### src/design/pfss_pkg.sv
// Package for the pad field source scheduler: field widths, source and mode codes, register map.
package pfss_pkg;

   localparam int BurstWidth    = 8;
   localparam int IntervalWidth = 16;
   localparam int CsrIndexWidth = 3;
   localparam int CsrDataWidth  = 16;

   localparam logic [BurstWidth-1:0]    BurstLenReset       = 8'd8;
   localparam logic [IntervalWidth-1:0] RetxIntervalReset   = 16'd50;
   localparam logic [IntervalWidth-1:0] RotateIntervalReset = 16'd40;
   localparam logic [IntervalWidth-1:0] CountMax            = 16'hFFFF;

   typedef enum logic [1:0] {
      SRC_NONE  = 2'd0,
      SRC_SLIDE = 2'd1,
      SRC_SPI   = 2'd2,
      SRC_TEXT  = 2'd3
   } source_type;

   typedef enum logic [1:0] {
      MODE_FIELD_REQ  = 2'd0,
      MODE_SLIDE_LOAD = 2'd1,
      MODE_TEXT_LOAD  = 2'd2,
      MODE_UNUSED     = 2'd3
   } mode_type;

   localparam logic [CsrIndexWidth-1:0] REG_BURST_LEN       = 3'd0;
   localparam logic [CsrIndexWidth-1:0] REG_RETX_INTERVAL   = 3'd1;
   localparam logic [CsrIndexWidth-1:0] REG_ROTATE_INTERVAL = 3'd2;
   localparam logic [CsrIndexWidth-1:0] REG_SPI_ENABLED     = 3'd3;
   localparam logic [CsrIndexWidth-1:0] REG_EPG_ENABLED     = 3'd4;

endpackage

### src/design/pad_field_source_scheduler.sv
// Pad field source scheduler: picks slideshow, service info, text or no source for every field request.
// Path: a transaction accepted on req_ sits in the input register, is decided from there and
// is then registered into the result register, which offers it on rsp_.
// Throughput: one transaction per cycle while rsp_tready holds; the input register and the
// result register let a new request enter while a finished result still waits for rsp_tready.
// Reset: synchronous, active high; clears scheduler state and both stages, loads defaults.
module pad_field_source_scheduler (
   input  logic                                 clock,
   input  logic                                 reset,
   // Request channel.
   input  logic                                 req_tvalid,
   output logic                                 req_tready,
   input  logic [7:0]                           req_tdata,  // [0] slide_has_field,
                                                            // [1] spi_has_field,
                                                            // [2] dls_has_field,
                                                            // [3] epg_text_ready, [7:4] zero
   input  logic [1:0]                           req_tuser,  // [1:0] mode
   // Result channel.
   output logic                                 rsp_tvalid,
   input  logic                                 rsp_tready,
   output logic [7:0]                           rsp_tdata,  // [1:0] source, [2] restart_slide,
                                                            // [3] restart_spi,
                                                            // [4] show_guide_text,
                                                            // [5] text_reload, [7:6] zero
   // Configuration write channel.
   input  logic                                 csr_valid,
   output logic                                 csr_ready,
   input  logic [pfss_pkg::CsrIndexWidth-1:0]   csr_index,
   input  logic [pfss_pkg::CsrDataWidth-1:0]    csr_wdata
);
   import pfss_pkg::*;

   // Configuration registers.
   logic [BurstWidth-1:0]    burst_len_ff;
   logic [IntervalWidth-1:0] retx_interval_ff;
   logic [IntervalWidth-1:0] rotate_interval_ff;
   logic                     spi_enabled_ff;
   logic                     epg_enabled_ff;

   // Scheduler state.
   logic [BurstWidth-1:0]    burst_count_ff,   burst_count_in;
   logic [IntervalWidth-1:0] idle_count_ff,    idle_count_in;
   logic [IntervalWidth-1:0] rotate_count_ff,  rotate_count_in;
   logic                     slide_loaded_ff,  slide_loaded_in;
   logic                     text_loaded_ff,   text_loaded_in;
   logic                     slide_active_ff,  slide_active_in;
   logic                     spi_running_ff,   spi_running_in;
   logic                     spi_turn_next_ff, spi_turn_next_in;
   logic                     guide_showing_ff, guide_showing_in;

   // Input stage.
   logic                     in_vld_ff;
   mode_type                 in_mode_ff;
   logic                     in_slide_rdy_ff;
   logic                     in_spi_rdy_ff;
   logic                     in_dls_rdy_ff;
   logic                     in_epg_rdy_ff;

   // Result stage.
   logic                     out_vld_ff;
   source_type               out_source_ff;
   logic                     out_restart_slide_ff;
   logic                     out_restart_spi_ff;
   logic                     out_guide_ff;
   logic                     out_reload_ff;

   // Decision of the item in the input stage.
   source_type               source_in;
   logic                     restart_slide_in;
   logic                     restart_spi_in;
   logic                     reload_in;

   logic                     advance;

   // The input stage moves into the result stage whenever the result stage is free or
   // its transaction is taken in this same cycle.
   assign advance    = in_vld_ff && (!out_vld_ff || rsp_tready);
   assign req_tready = !in_vld_ff || advance;
   assign csr_ready  = 1'b1;

   assign rsp_tvalid = out_vld_ff;
   assign rsp_tdata  = {2'b00, out_reload_ff, out_guide_ff, out_restart_spi_ff,
                        out_restart_slide_ff, out_source_ff};

   // One pass through the scheduling policy, in the same order as the state is updated:
   // text rotation, then the retransmission timer, then the carousel burst, then text fill.
   always_comb begin
      source_type active;
      logic       has;
      logic       served;
      logic       finished;

      burst_count_in   = burst_count_ff;
      idle_count_in    = idle_count_ff;
      rotate_count_in  = rotate_count_ff;
      slide_loaded_in  = slide_loaded_ff;
      text_loaded_in   = text_loaded_ff;
      slide_active_in  = slide_active_ff;
      spi_running_in   = spi_running_ff;
      spi_turn_next_in = spi_turn_next_ff;
      guide_showing_in = guide_showing_ff;
      source_in        = SRC_NONE;
      restart_slide_in = 1'b0;
      restart_spi_in   = 1'b0;
      reload_in        = 1'b0;
      active           = SRC_NONE;
      has              = 1'b0;
      served           = 1'b0;
      finished         = 1'b0;

      case (in_mode_ff)
         MODE_SLIDE_LOAD: begin
            slide_loaded_in = 1'b1;
            slide_active_in = 1'b1;
            spi_running_in  = 1'b0;
            burst_count_in  = '0;
            idle_count_in   = '0;
         end
         MODE_TEXT_LOAD: begin
            text_loaded_in   = 1'b1;
            guide_showing_in = 1'b0;
            reload_in        = 1'b1;
         end
         MODE_FIELD_REQ: begin
            // Station and guide text swap; guide text is entered only when it is ready.
            if (epg_enabled_ff && text_loaded_ff) begin
               if (rotate_count_in != CountMax) begin
                  rotate_count_in = rotate_count_in + IntervalWidth'(1);
               end
               if (rotate_count_in >= rotate_interval_ff) begin
                  rotate_count_in = '0;
                  if (guide_showing_in) begin
                     guide_showing_in = 1'b0;
                     reload_in        = 1'b1;
                  end else if (in_epg_rdy_ff) begin
                     guide_showing_in = 1'b1;
                     reload_in        = 1'b1;
                  end
               end
            end

            // With no carousel running, count idle requests and restart one at the interval.
            if (!slide_active_in && !spi_running_in) begin
               if (idle_count_in != CountMax) begin
                  idle_count_in = idle_count_in + IntervalWidth'(1);
               end
               if (idle_count_in >= retx_interval_ff) begin
                  if (spi_turn_next_in && spi_enabled_ff) begin
                     restart_spi_in   = 1'b1;
                     spi_running_in   = 1'b1;
                     spi_turn_next_in = 1'b0;
                  end else if (slide_loaded_in) begin
                     restart_slide_in = 1'b1;
                     slide_active_in  = 1'b1;
                     spi_turn_next_in = spi_enabled_ff;
                  end else if (spi_enabled_ff) begin
                     restart_spi_in = 1'b1;
                     spi_running_in = 1'b1;
                  end
                  burst_count_in = '0;
                  idle_count_in  = '0;
               end
            end

            // A carousel restarted in this request counts as having a field ready.
            if (slide_active_in && slide_loaded_in) begin
               active = SRC_SLIDE;
               has    = in_slide_rdy_ff || restart_slide_in;
            end else if (spi_running_in && spi_enabled_ff) begin
               active = SRC_SPI;
               has    = in_spi_rdy_ff || restart_spi_in;
            end

            if (active != SRC_NONE) begin
               if (burst_count_in < burst_len_ff) begin
                  if (has) begin
                     burst_count_in = burst_count_in + BurstWidth'(1);
                     source_in      = active;
                     served         = 1'b1;
                  end else begin
                     finished = 1'b1;
                  end
               end else begin
                  // Burst is over: one text field goes in between, if text can give one.
                  burst_count_in = '0;
                  if (text_loaded_in && in_dls_rdy_ff) begin
                     source_in = SRC_TEXT;
                     served    = 1'b1;
                  end else if (has) begin
                     burst_count_in = {{(BurstWidth-1){1'b0}}, 1'b1};
                     source_in      = active;
                     served         = 1'b1;
                  end else begin
                     finished = 1'b1;
                  end
               end

               // A finished carousel goes idle, except that a loaded slideshow starts over.
               if (finished) begin
                  slide_active_in = 1'b0;
                  spi_running_in  = 1'b0;
                  idle_count_in   = '0;
                  if (slide_loaded_in) begin
                     restart_slide_in = 1'b1;
                     slide_active_in  = 1'b1;
                     burst_count_in   = {{(BurstWidth-1){1'b0}}, 1'b1};
                     source_in        = SRC_SLIDE;
                     served           = 1'b1;
                  end
               end
            end

            if (!served && text_loaded_in && in_dls_rdy_ff) begin
               source_in = SRC_TEXT;
            end
         end
         default: begin
            // The unused mode leaves the state as it is.
         end
      endcase
   end

   // Control state, state of the scheduler and configuration.
   always_ff @(posedge clock) begin
      if (reset) begin
         in_vld_ff          <= 1'b0;
         out_vld_ff         <= 1'b0;
         burst_count_ff     <= '0;
         idle_count_ff      <= '0;
         rotate_count_ff    <= '0;
         slide_loaded_ff    <= 1'b0;
         text_loaded_ff     <= 1'b0;
         slide_active_ff    <= 1'b0;
         spi_running_ff     <= 1'b0;
         spi_turn_next_ff   <= 1'b0;
         guide_showing_ff   <= 1'b0;
         burst_len_ff       <= BurstLenReset;
         retx_interval_ff   <= RetxIntervalReset;
         rotate_interval_ff <= RotateIntervalReset;
         spi_enabled_ff     <= 1'b0;
         epg_enabled_ff     <= 1'b0;
      end else begin
         if (req_tready) begin
            in_vld_ff <= req_tvalid;
         end
         if (advance) begin
            out_vld_ff <= 1'b1;
         end else if (rsp_tready) begin
            out_vld_ff <= 1'b0;
         end
         if (advance) begin
            burst_count_ff   <= burst_count_in;
            idle_count_ff    <= idle_count_in;
            rotate_count_ff  <= rotate_count_in;
            slide_loaded_ff  <= slide_loaded_in;
            text_loaded_ff   <= text_loaded_in;
            slide_active_ff  <= slide_active_in;
            spi_running_ff   <= spi_running_in;
            spi_turn_next_ff <= spi_turn_next_in;
            guide_showing_ff <= guide_showing_in;
         end
         if (csr_valid) begin
            case (csr_index)
               REG_BURST_LEN:       burst_len_ff       <= csr_wdata[BurstWidth-1:0];
               REG_RETX_INTERVAL:   retx_interval_ff   <= csr_wdata[IntervalWidth-1:0];
               REG_ROTATE_INTERVAL: rotate_interval_ff <= csr_wdata[IntervalWidth-1:0];
               REG_SPI_ENABLED:     spi_enabled_ff     <= csr_wdata[0];
               REG_EPG_ENABLED:     epg_enabled_ff     <= csr_wdata[0];
               default: begin
               end
            endcase
         end
      end
   end

   // Payload of both pipeline stages.
   always_ff @(posedge clock) begin
      if (req_tready && req_tvalid) begin
         in_mode_ff      <= mode_type'(req_tuser);
         in_slide_rdy_ff <= req_tdata[0];
         in_spi_rdy_ff   <= req_tdata[1];
         in_dls_rdy_ff   <= req_tdata[2];
         in_epg_rdy_ff   <= req_tdata[3];
      end
      if (advance) begin
         out_source_ff        <= source_in;
         out_restart_slide_ff <= restart_slide_in;
         out_restart_spi_ff   <= restart_spi_in;
         out_guide_ff         <= guide_showing_in;
         out_reload_ff        <= reload_in;
      end
   end

`ifndef SYNTHESIS
   // A decided transaction always lands in the result stage.
   assert property (@(posedge clock) disable iff (reset) advance |=> out_vld_ff)
      else $error("decided transaction did not reach the result stage");

   // At most one carousel runs at a time.
   assert property (@(posedge clock) disable iff (reset) !(slide_active_ff && spi_running_ff))
      else $error("slideshow and service info carousels both running");

   // Only one carousel is restarted by any one request.
   assert property (@(posedge clock) disable iff (reset)
      out_vld_ff |-> !(out_restart_slide_ff && out_restart_spi_ff))
      else $error("both carousels restarted in one step");

   // An empty result stage never holds off new requests.
   assert property (@(posedge clock) disable iff (reset) !out_vld_ff |-> req_tready)
      else $error("request stalled while result stage is empty");
`endif

endmodule
### config.mk
export PLATFORM = sky130hd
export DESIGN_NAME = pad_field_source_scheduler
export DESIGN_NICKNAME = d
export VERILOG_FILES = /design/src/design/pfss_pkg.sv /design/src/design/pad_field_source_scheduler.sv
export SDC_FILE = /design/constraint.sdc
export NUM_CORES = 1
export LEC_CHECK = 0
export BUFFER_PORTS_ARGS = -buffer_cell sky130_fd_sc_hd__buf_4
export CAP_MARGIN = 20
export CORE_UTILIZATION = 55
export DETAILED_ROUTE_END_ITERATION = 12
export PLACE_DENSITY_LB_ADDON = 0.12
export SETUP_SLACK_MARGIN = 0.4
export SYNTH_ARGS = -nofsm -noshare
export SYNTH_HDL_FRONTEND = slang
export SYNTH_SLANG_ARGS = --single-unit
export TNS_END_PERCENT = 100
### constraint.sdc
create_clock -name clock -period 5.45 [get_ports clock]
set_input_delay 1.09 -clock clock [delete_from_list [all_inputs] [get_ports clock]]
set_output_delay 1.09 -clock clock [all_outputs]
set_load 0.01 [all_outputs]
== After elaboration in Yosys (flattened, before gate mapping) ==
Cells that the tools add are included.
Operators by class
  reduce and logical (&&, ||, !) cells: 35
  equal/unequal tests: 8
  $lt $le $gt $ge: 3
  multiplexer cells: 92
  add/sub/neg operators: 3
Operators by type and width (count)
  two-way mux 16 bit: 11
  two-way mux 8 bit: 8
  two-way mux 1 bit: 57
  adder 16 x 1 -> 16 bit (second input constant): 2
  >= comparator 16 bit: 2
  != test 16 bit (second input constant): 2
  one-hot mux 16 bit (2 select lines): 1
  two-way mux 2 bit: 10
  one-hot mux 8 bit (2 select lines): 1
  AND reduction 2 bit: 8
  logical AND 1 bit: 10
  adder 8 x 1 -> 8 bit (second input constant): 1
  less-than comparator 8 bit: 1
  one-hot mux 1 bit (2 select lines): 4
  nonzero test 2 bit: 4
  == test 3 x 2 -> 1 bit (second input constant): 2
  zero test 1 bit: 5
  AND reduction 5 bit: 1
  logical OR 1 bit: 4
  == test 3 x 1 -> 1 bit (second input constant): 1
  == test 3 bit (second input constant): 1
  zero test 3 bit: 1
  AND reduction 3 bit: 1
  == test 2 x 1 -> 1 bit (second input constant): 1
  other kinds (2): 2
Storage, ports and cells
  logic and storage cells: 167
  register bits: 102
  bits of input ports: 34

== Logic depth before layout (Yosys ltp) ==
  depth after elaboration: 24
  mapped depth: 27
  gate-level depth less buffers: 23

== Least setup slack after synthesis ==
OpenSTA, ideal clock, no wires.
  path kind: register to register
  start point: register idle_count_ff[3]
  end point: register out_source_ff[0] (data pin)
  data arrival time: 4.992 ns
  data required time: 5.193 ns
  path buffers: 3
  slack: 0.202 ns
  cell stages (with the launch flop): 22
  period minus slack after synthesis: 5.248 ns
  library setup time: 0.257 ns
  path through: dfxtp_1 -> clkbuf_1 -> nand3_1 -> nor4_1 -> nand3_1 -> clkbuf_1 -> xnor2_1 -> ha_1 -> nand2b_1 -> a2111oi_1 -> a2111oi_4 -> o31ai_4 -> clkbuf_1 -> nand2_1 -> inv_1 -> ha_1 -> a211oi_1 -> o221ai_1 -> o41ai_4 -> o21a_1 -> o21ai_1 -> a32o_1
On the way
  cells in the longest elaborated chain, start to end: 24
  elaborated cells on any way between the ends: 55
RTL lines
  start: declaration: line pad_field_source_scheduler.sv:42  | logic [IntervalWidth-1:0] idle_count_ff, idle_count_in;
  start signal: assignment: line pad_field_source_scheduler.sv:253  | idle_count_ff <= idle_count_in;
  adder 16 x 1 -> 16 bit or != test 16 bit (tied branches): line pad_field_source_scheduler.sv:145, pad_field_source_scheduler.sv:144
  two-way mux 16 bit *: line pad_field_source_scheduler.sv:144  | if (idle_count_in != CountMax) begin
  two-way mux 16 bit *: line pad_field_source_scheduler.sv:143  | if (!slide_active_in && !spi_running_in) begin
  two-way mux 16 bit *: line pad_field_source_scheduler.sv:111  | case (in_mode_ff)
  >= comparator 16 bit *: line pad_field_source_scheduler.sv:147  | if (idle_count_in >= retx_interval_ff) begin
  two-way mux 1 bit: line pad_field_source_scheduler.sv:147
  two-way mux 1 bit: line pad_field_source_scheduler.sv:143
  two-way mux 1 bit: line pad_field_source_scheduler.sv:111
  [... 7 more ...]
  two-way mux 1 bit: line pad_field_source_scheduler.sv:174  | if (active != SRC_NONE) begin
  two-way mux 1 bit: line pad_field_source_scheduler.sv:111
  two-way mux 1 bit: line pad_field_source_scheduler.sv:199  | if (finished) begin
  two-way mux 1 bit: line pad_field_source_scheduler.sv:174
  two-way mux 1 bit: line pad_field_source_scheduler.sv:111
  zero test 1 bit: line pad_field_source_scheduler.sv:213  | if (!served && text_loaded_in && in_dls_rdy_ff) begin
  logical AND 1 bit (2 in a row): line pad_field_source_scheduler.sv:213
  two-way mux 2 bit *: line pad_field_source_scheduler.sv:213
  end signal: assignment: line pad_field_source_scheduler.sv:286  | out_source_ff <= source_in;
  end: declaration: line pad_field_source_scheduler.sv:61  | source_type out_source_ff;
Every way passes the cells marked *; elsewhere a longest branch is shown, timed or not. The select of a mux whose other input is x is not followed.
A chain may end at the register's enable or synchronous reset.

== Worst setup path after layout ==
  start point: register idle_count_ff[7]
  end point: register burst_count_ff[6]
On the way
  cells in the longest elaborated chain, start to end: 20
  elaborated cells on any way between the ends: 45
RTL lines
  adder 16 x 1 -> 16 bit or != test 16 bit (tied branches): line pad_field_source_scheduler.sv:145, pad_field_source_scheduler.sv:144
  two-way mux 16 bit *: line pad_field_source_scheduler.sv:144
  two-way mux 16 bit *: line pad_field_source_scheduler.sv:143
  two-way mux 16 bit *: line pad_field_source_scheduler.sv:111
  >= comparator 16 bit *: line pad_field_source_scheduler.sv:147
  two-way mux 1 bit: line pad_field_source_scheduler.sv:147
  two-way mux 1 bit: line pad_field_source_scheduler.sv:143
  two-way mux 1 bit: line pad_field_source_scheduler.sv:111
  [... 4 more ...]
  two-way mux 1 bit: line pad_field_source_scheduler.sv:176, pad_field_source_scheduler.sv:189
  two-way mux 1 bit: line pad_field_source_scheduler.sv:186  | if (text_loaded_in && in_dls_rdy_ff) begin
  two-way mux 1 bit: line pad_field_source_scheduler.sv:175  | if (burst_count_in < burst_len_ff) begin
  two-way mux 1 bit: line pad_field_source_scheduler.sv:174
  two-way mux 1 bit: line pad_field_source_scheduler.sv:111
  two-way mux 8 bit: line pad_field_source_scheduler.sv:199
  two-way mux 8 bit *: line pad_field_source_scheduler.sv:174
  one-hot mux 8 bit (2 select lines) *: line pad_field_source_scheduler.sv:111
  end signal: assignment: line pad_field_source_scheduler.sv:252  | burst_count_ff <= burst_count_in;
  end: declaration: line pad_field_source_scheduler.sv:41  | logic [BurstWidth-1:0] burst_count_ff, burst_count_in;
Marks and branches as above.

==> out/metrics.cfg <==
[sta]
final.setup_skew_ns=0.0177
tightest_slew_ns=0.850
setup_ws_ns=0.161
fmax_mhz=189
setup-violations-final=0
finalHoldViolCount=0
relSlewSlack_pct=43.1
rsz0062_at_grt=yes
maxSlewViolCount=0
fin_crit_ns=5.29
finalCritPeriodShare_pct=97.1

[placed_design]
dpl_cell_area_um2=6450
io_buffers=37
place_hpwl_mm=10.7
dp_slack_ns=0.0244
gp_congestion=0.877

[grt]
antenna_found_initial=0
grtUsageTotal_pct=26.2
grt-ovfl-total=0
grt_pass1_vias=5037
grt_max_degree=76
grt_pass1_wl_mm=23.7

[yosys]
avgSynthCellArea_um2=7.97
ys_warn_count=0
synthTopCellsByCount=nand2_1 (117), dfxtp_1 (90), a21oi_1 (80)
ys.flop_type=dfxtp_1
synth_most_common_cell=nand2_1
ys_seq_elements=102
async_reset_ff_share_pct=0
synth_top_area_cell=dfxtp_1
yosysUniqueCellTypes=65
netlist.area_leader.share_pct=29.8
netlist_area_um2=6050
synth_edf_count=12
synthTopCellsByArea=dfxtp_1 (30%), ha_1 (8.7%), nand2_1 (7.3%), a21oi_1 (6.6%), edfxtp_1 (6.0%)
syn_inst=760
seq_area_frac_synth_pct=35.7

[clock_tree]
cts.path.max_buffers=2
numCtsBuffers=9
root_buffer=clkbuf_8
clk_latency_ns=0.39
cts-hold-fix-buffers=0
cts_tree=done
clkSinkCount=102
path_clk_slew_ns=0.11
htree_num_levels=3

[flow_run]
drv_cap=0

[die]
boundaryPins=45
fp.dieArea_um2=11400
core_um2=10500
die_x_um=107
num_rows=37
die_y_um=107
start_util_pct=57.6

[power_and_ir_drop]
internal_power_mw=1.02
clkPwrFrac_pct=33.7
switching_share_pct=27.9
net-switching-power_uw=396
leakage_nw=2.83
p_per_area_nw_per_um2=196
share_comb_of_total_power_pct=10.9
ir_drop_v=0.000163
pwr-share-seq_pct=55.4

[layout]
fin_area_um2=7250
nets=886
diodes=0
layout-drive-gt1-share_pct=20.4
area.growth.synth_to_final_pct=19.7

[critical_path]
worstSetupPathType=register to register
cp-start-kind=register
crit_start=idle_count_ff[7]
worstSetupEndpointType=register
crit_required_ns=5.74
cp_max_fo=7
worstPathArrival_ns=5.58
r2r_start=idle_count_ff[7]

[route]
drtAntennaViolNets=0
routedWlPerCell_um=16.3
dr.pass1.iters=5
drt_iter0_markers=499
wirelength_mm=15.5
drcViolationCount=0
vias=5609
vias_per_cell=5.90

[outcome]
status=complete, no violations

[min_path]
worstHoldStart=retx_interval_ff[3]
hold_class=register to register

[cells in the final DEF (no fill, tap or decap), types with 7 or more instances in the layout]
master,count
nor3_1,17
ha_1,36
edfxtp_1,12
nand3_1,30
buf_6,7
a21oi_1,78
and3_1,7
a22o_1,14
inv_1,51
xnor2_1,13
and2_1,10
o21ai_1,8
nand4_1,14
o21ai_0,21
nand3b_1,8
buf_4,74
nor2b_1,8
a31oi_1,11
nor2_1,44
dfxtp_1,84
nand2_1,114
clkbuf_8,9
[sequential cells by signal (all words and copies together) (netlist names), 2 cells and up]
register            cells
burst_count_ff          8
burst_len_ff            8
idle_count_ff          16
in_mode_ff              2
out_source_ff           2
retx_interval_ff       16
rotate_count_ff        16
rotate_interval_ff     16
[worst paths after layout]
kind                          to  slack (ns)  cells after the start
min reg2reg  retx_interval_ff[3]        0.46                      2
max reg2reg    burst_count_ff[6]        0.16                     25
min          retx_interval_ff[3]        0.46                      2
max            burst_count_ff[6]        0.16                     25
[final cells by class]
| cell class | instances | area (um2) |
|---|---|---|
| Fill cell | 824 | 3260 |
| Multi-Input combinational cell | 563 | 3880 |
| Inverter | 53 | 201 |
| Sequential cell | 102 | 2170 |
| Clock inverter | 7 | 65.1 |
| Clock buffer | 9 | 124 |
| Timing Repair Buffer | 81 | 634 |
| Tap cell | 136 | 170 |
[per-layer routing]
layer	vias up	global-route usage, %	wire (um)
li1	2763	-	-
met1	2648	32.6	6590
met2	170	44.6	7780
met3	28	6.08	857
met4	0	8.41	297
met5	-	0	0
[timing repair]
item | in CTS | in global routing
setup endpoints to repair | 29 | 48
cloned | 0 | 1
pin swaps | 10 | 44
gates resized for setup | 16 | 67
buffers inserted | 11 | 17
[cell families (layout without fill, tap and decap cells)]
| logic type | count (synthesis) | count (layout) | synth area share (%) |
|---|---|---|---|
| simple gates | 297 | 297 | 23.6 |
| xor+xnor | 24 | 24 | 3.47 |
| buf+inv | 96 | 150 | 6.43 |
| fa+ha+maj | 42 | 42 | 8.68 |
| compound gates | 189 | 189 | 20.6 |
| flops | 102 | 102 | 35.7 |
| other cells | 2 | 3 | 0.124 |
| mux | 8 | 8 | 1.38 |
[stage by stage]
stage	total power [mW]	TNS, ns	hold slack, ns	utilization [%]	cells
finish	1.42	0	0.463	69.0	951
global route	1.47	-0.00104	0.487	69.0	951
CTS	1.40	0	0.464	64.6	932
detailed placement	0.928	0	0.449	61.4	905
global placement	0.925	0	0.444	61.4	905
floorplan	0.881	0	0.436	-	761
[worst max-delay path, cell delays in order, from the launching register on]
cell	delay, ns
dfxtp_4	0.39
nand4_1	0.15
buf_4	0.19
nor4_4	0.26
nand3_2	0.16
buf_6	0.15
buf_6	0.13
mux2_4	0.32
ha_4	0.25
a2111oi_4	0.39
a2111oi_4	0.09
buf_4	0.17
o31ai_4	0.34
buf_6	0.17
buf_6	0.11
nand2_4	0.06
inv_4	0.07
ha_4	0.11
nand4_1	0.18
o221ai_4	0.32
o21bai_4	0.19
o41ai_4	0.14
buf_4	0.18
and4bb_1	0.17
a221o_1	0.26
a32o_1	0.25
[power by group through the flow]
| stage | combinational [mW] | clock [mW] | sequential (mW) |
|---|---|---|---|
| after CTS | 0.132 | 0.484 | 0.786 |
| after floorplan | 0.0808 | 0 | 0.801 |
| final | 0.155 | 0.478 | 0.787 |
| after detailed placement | 0.124 | 0 | 0.804 |
| after global routing | 0.167 | 0.511 | 0.789 |
| after global placement | 0.121 | 0 | 0.803 |
Power figures use the tool's default switching activity.
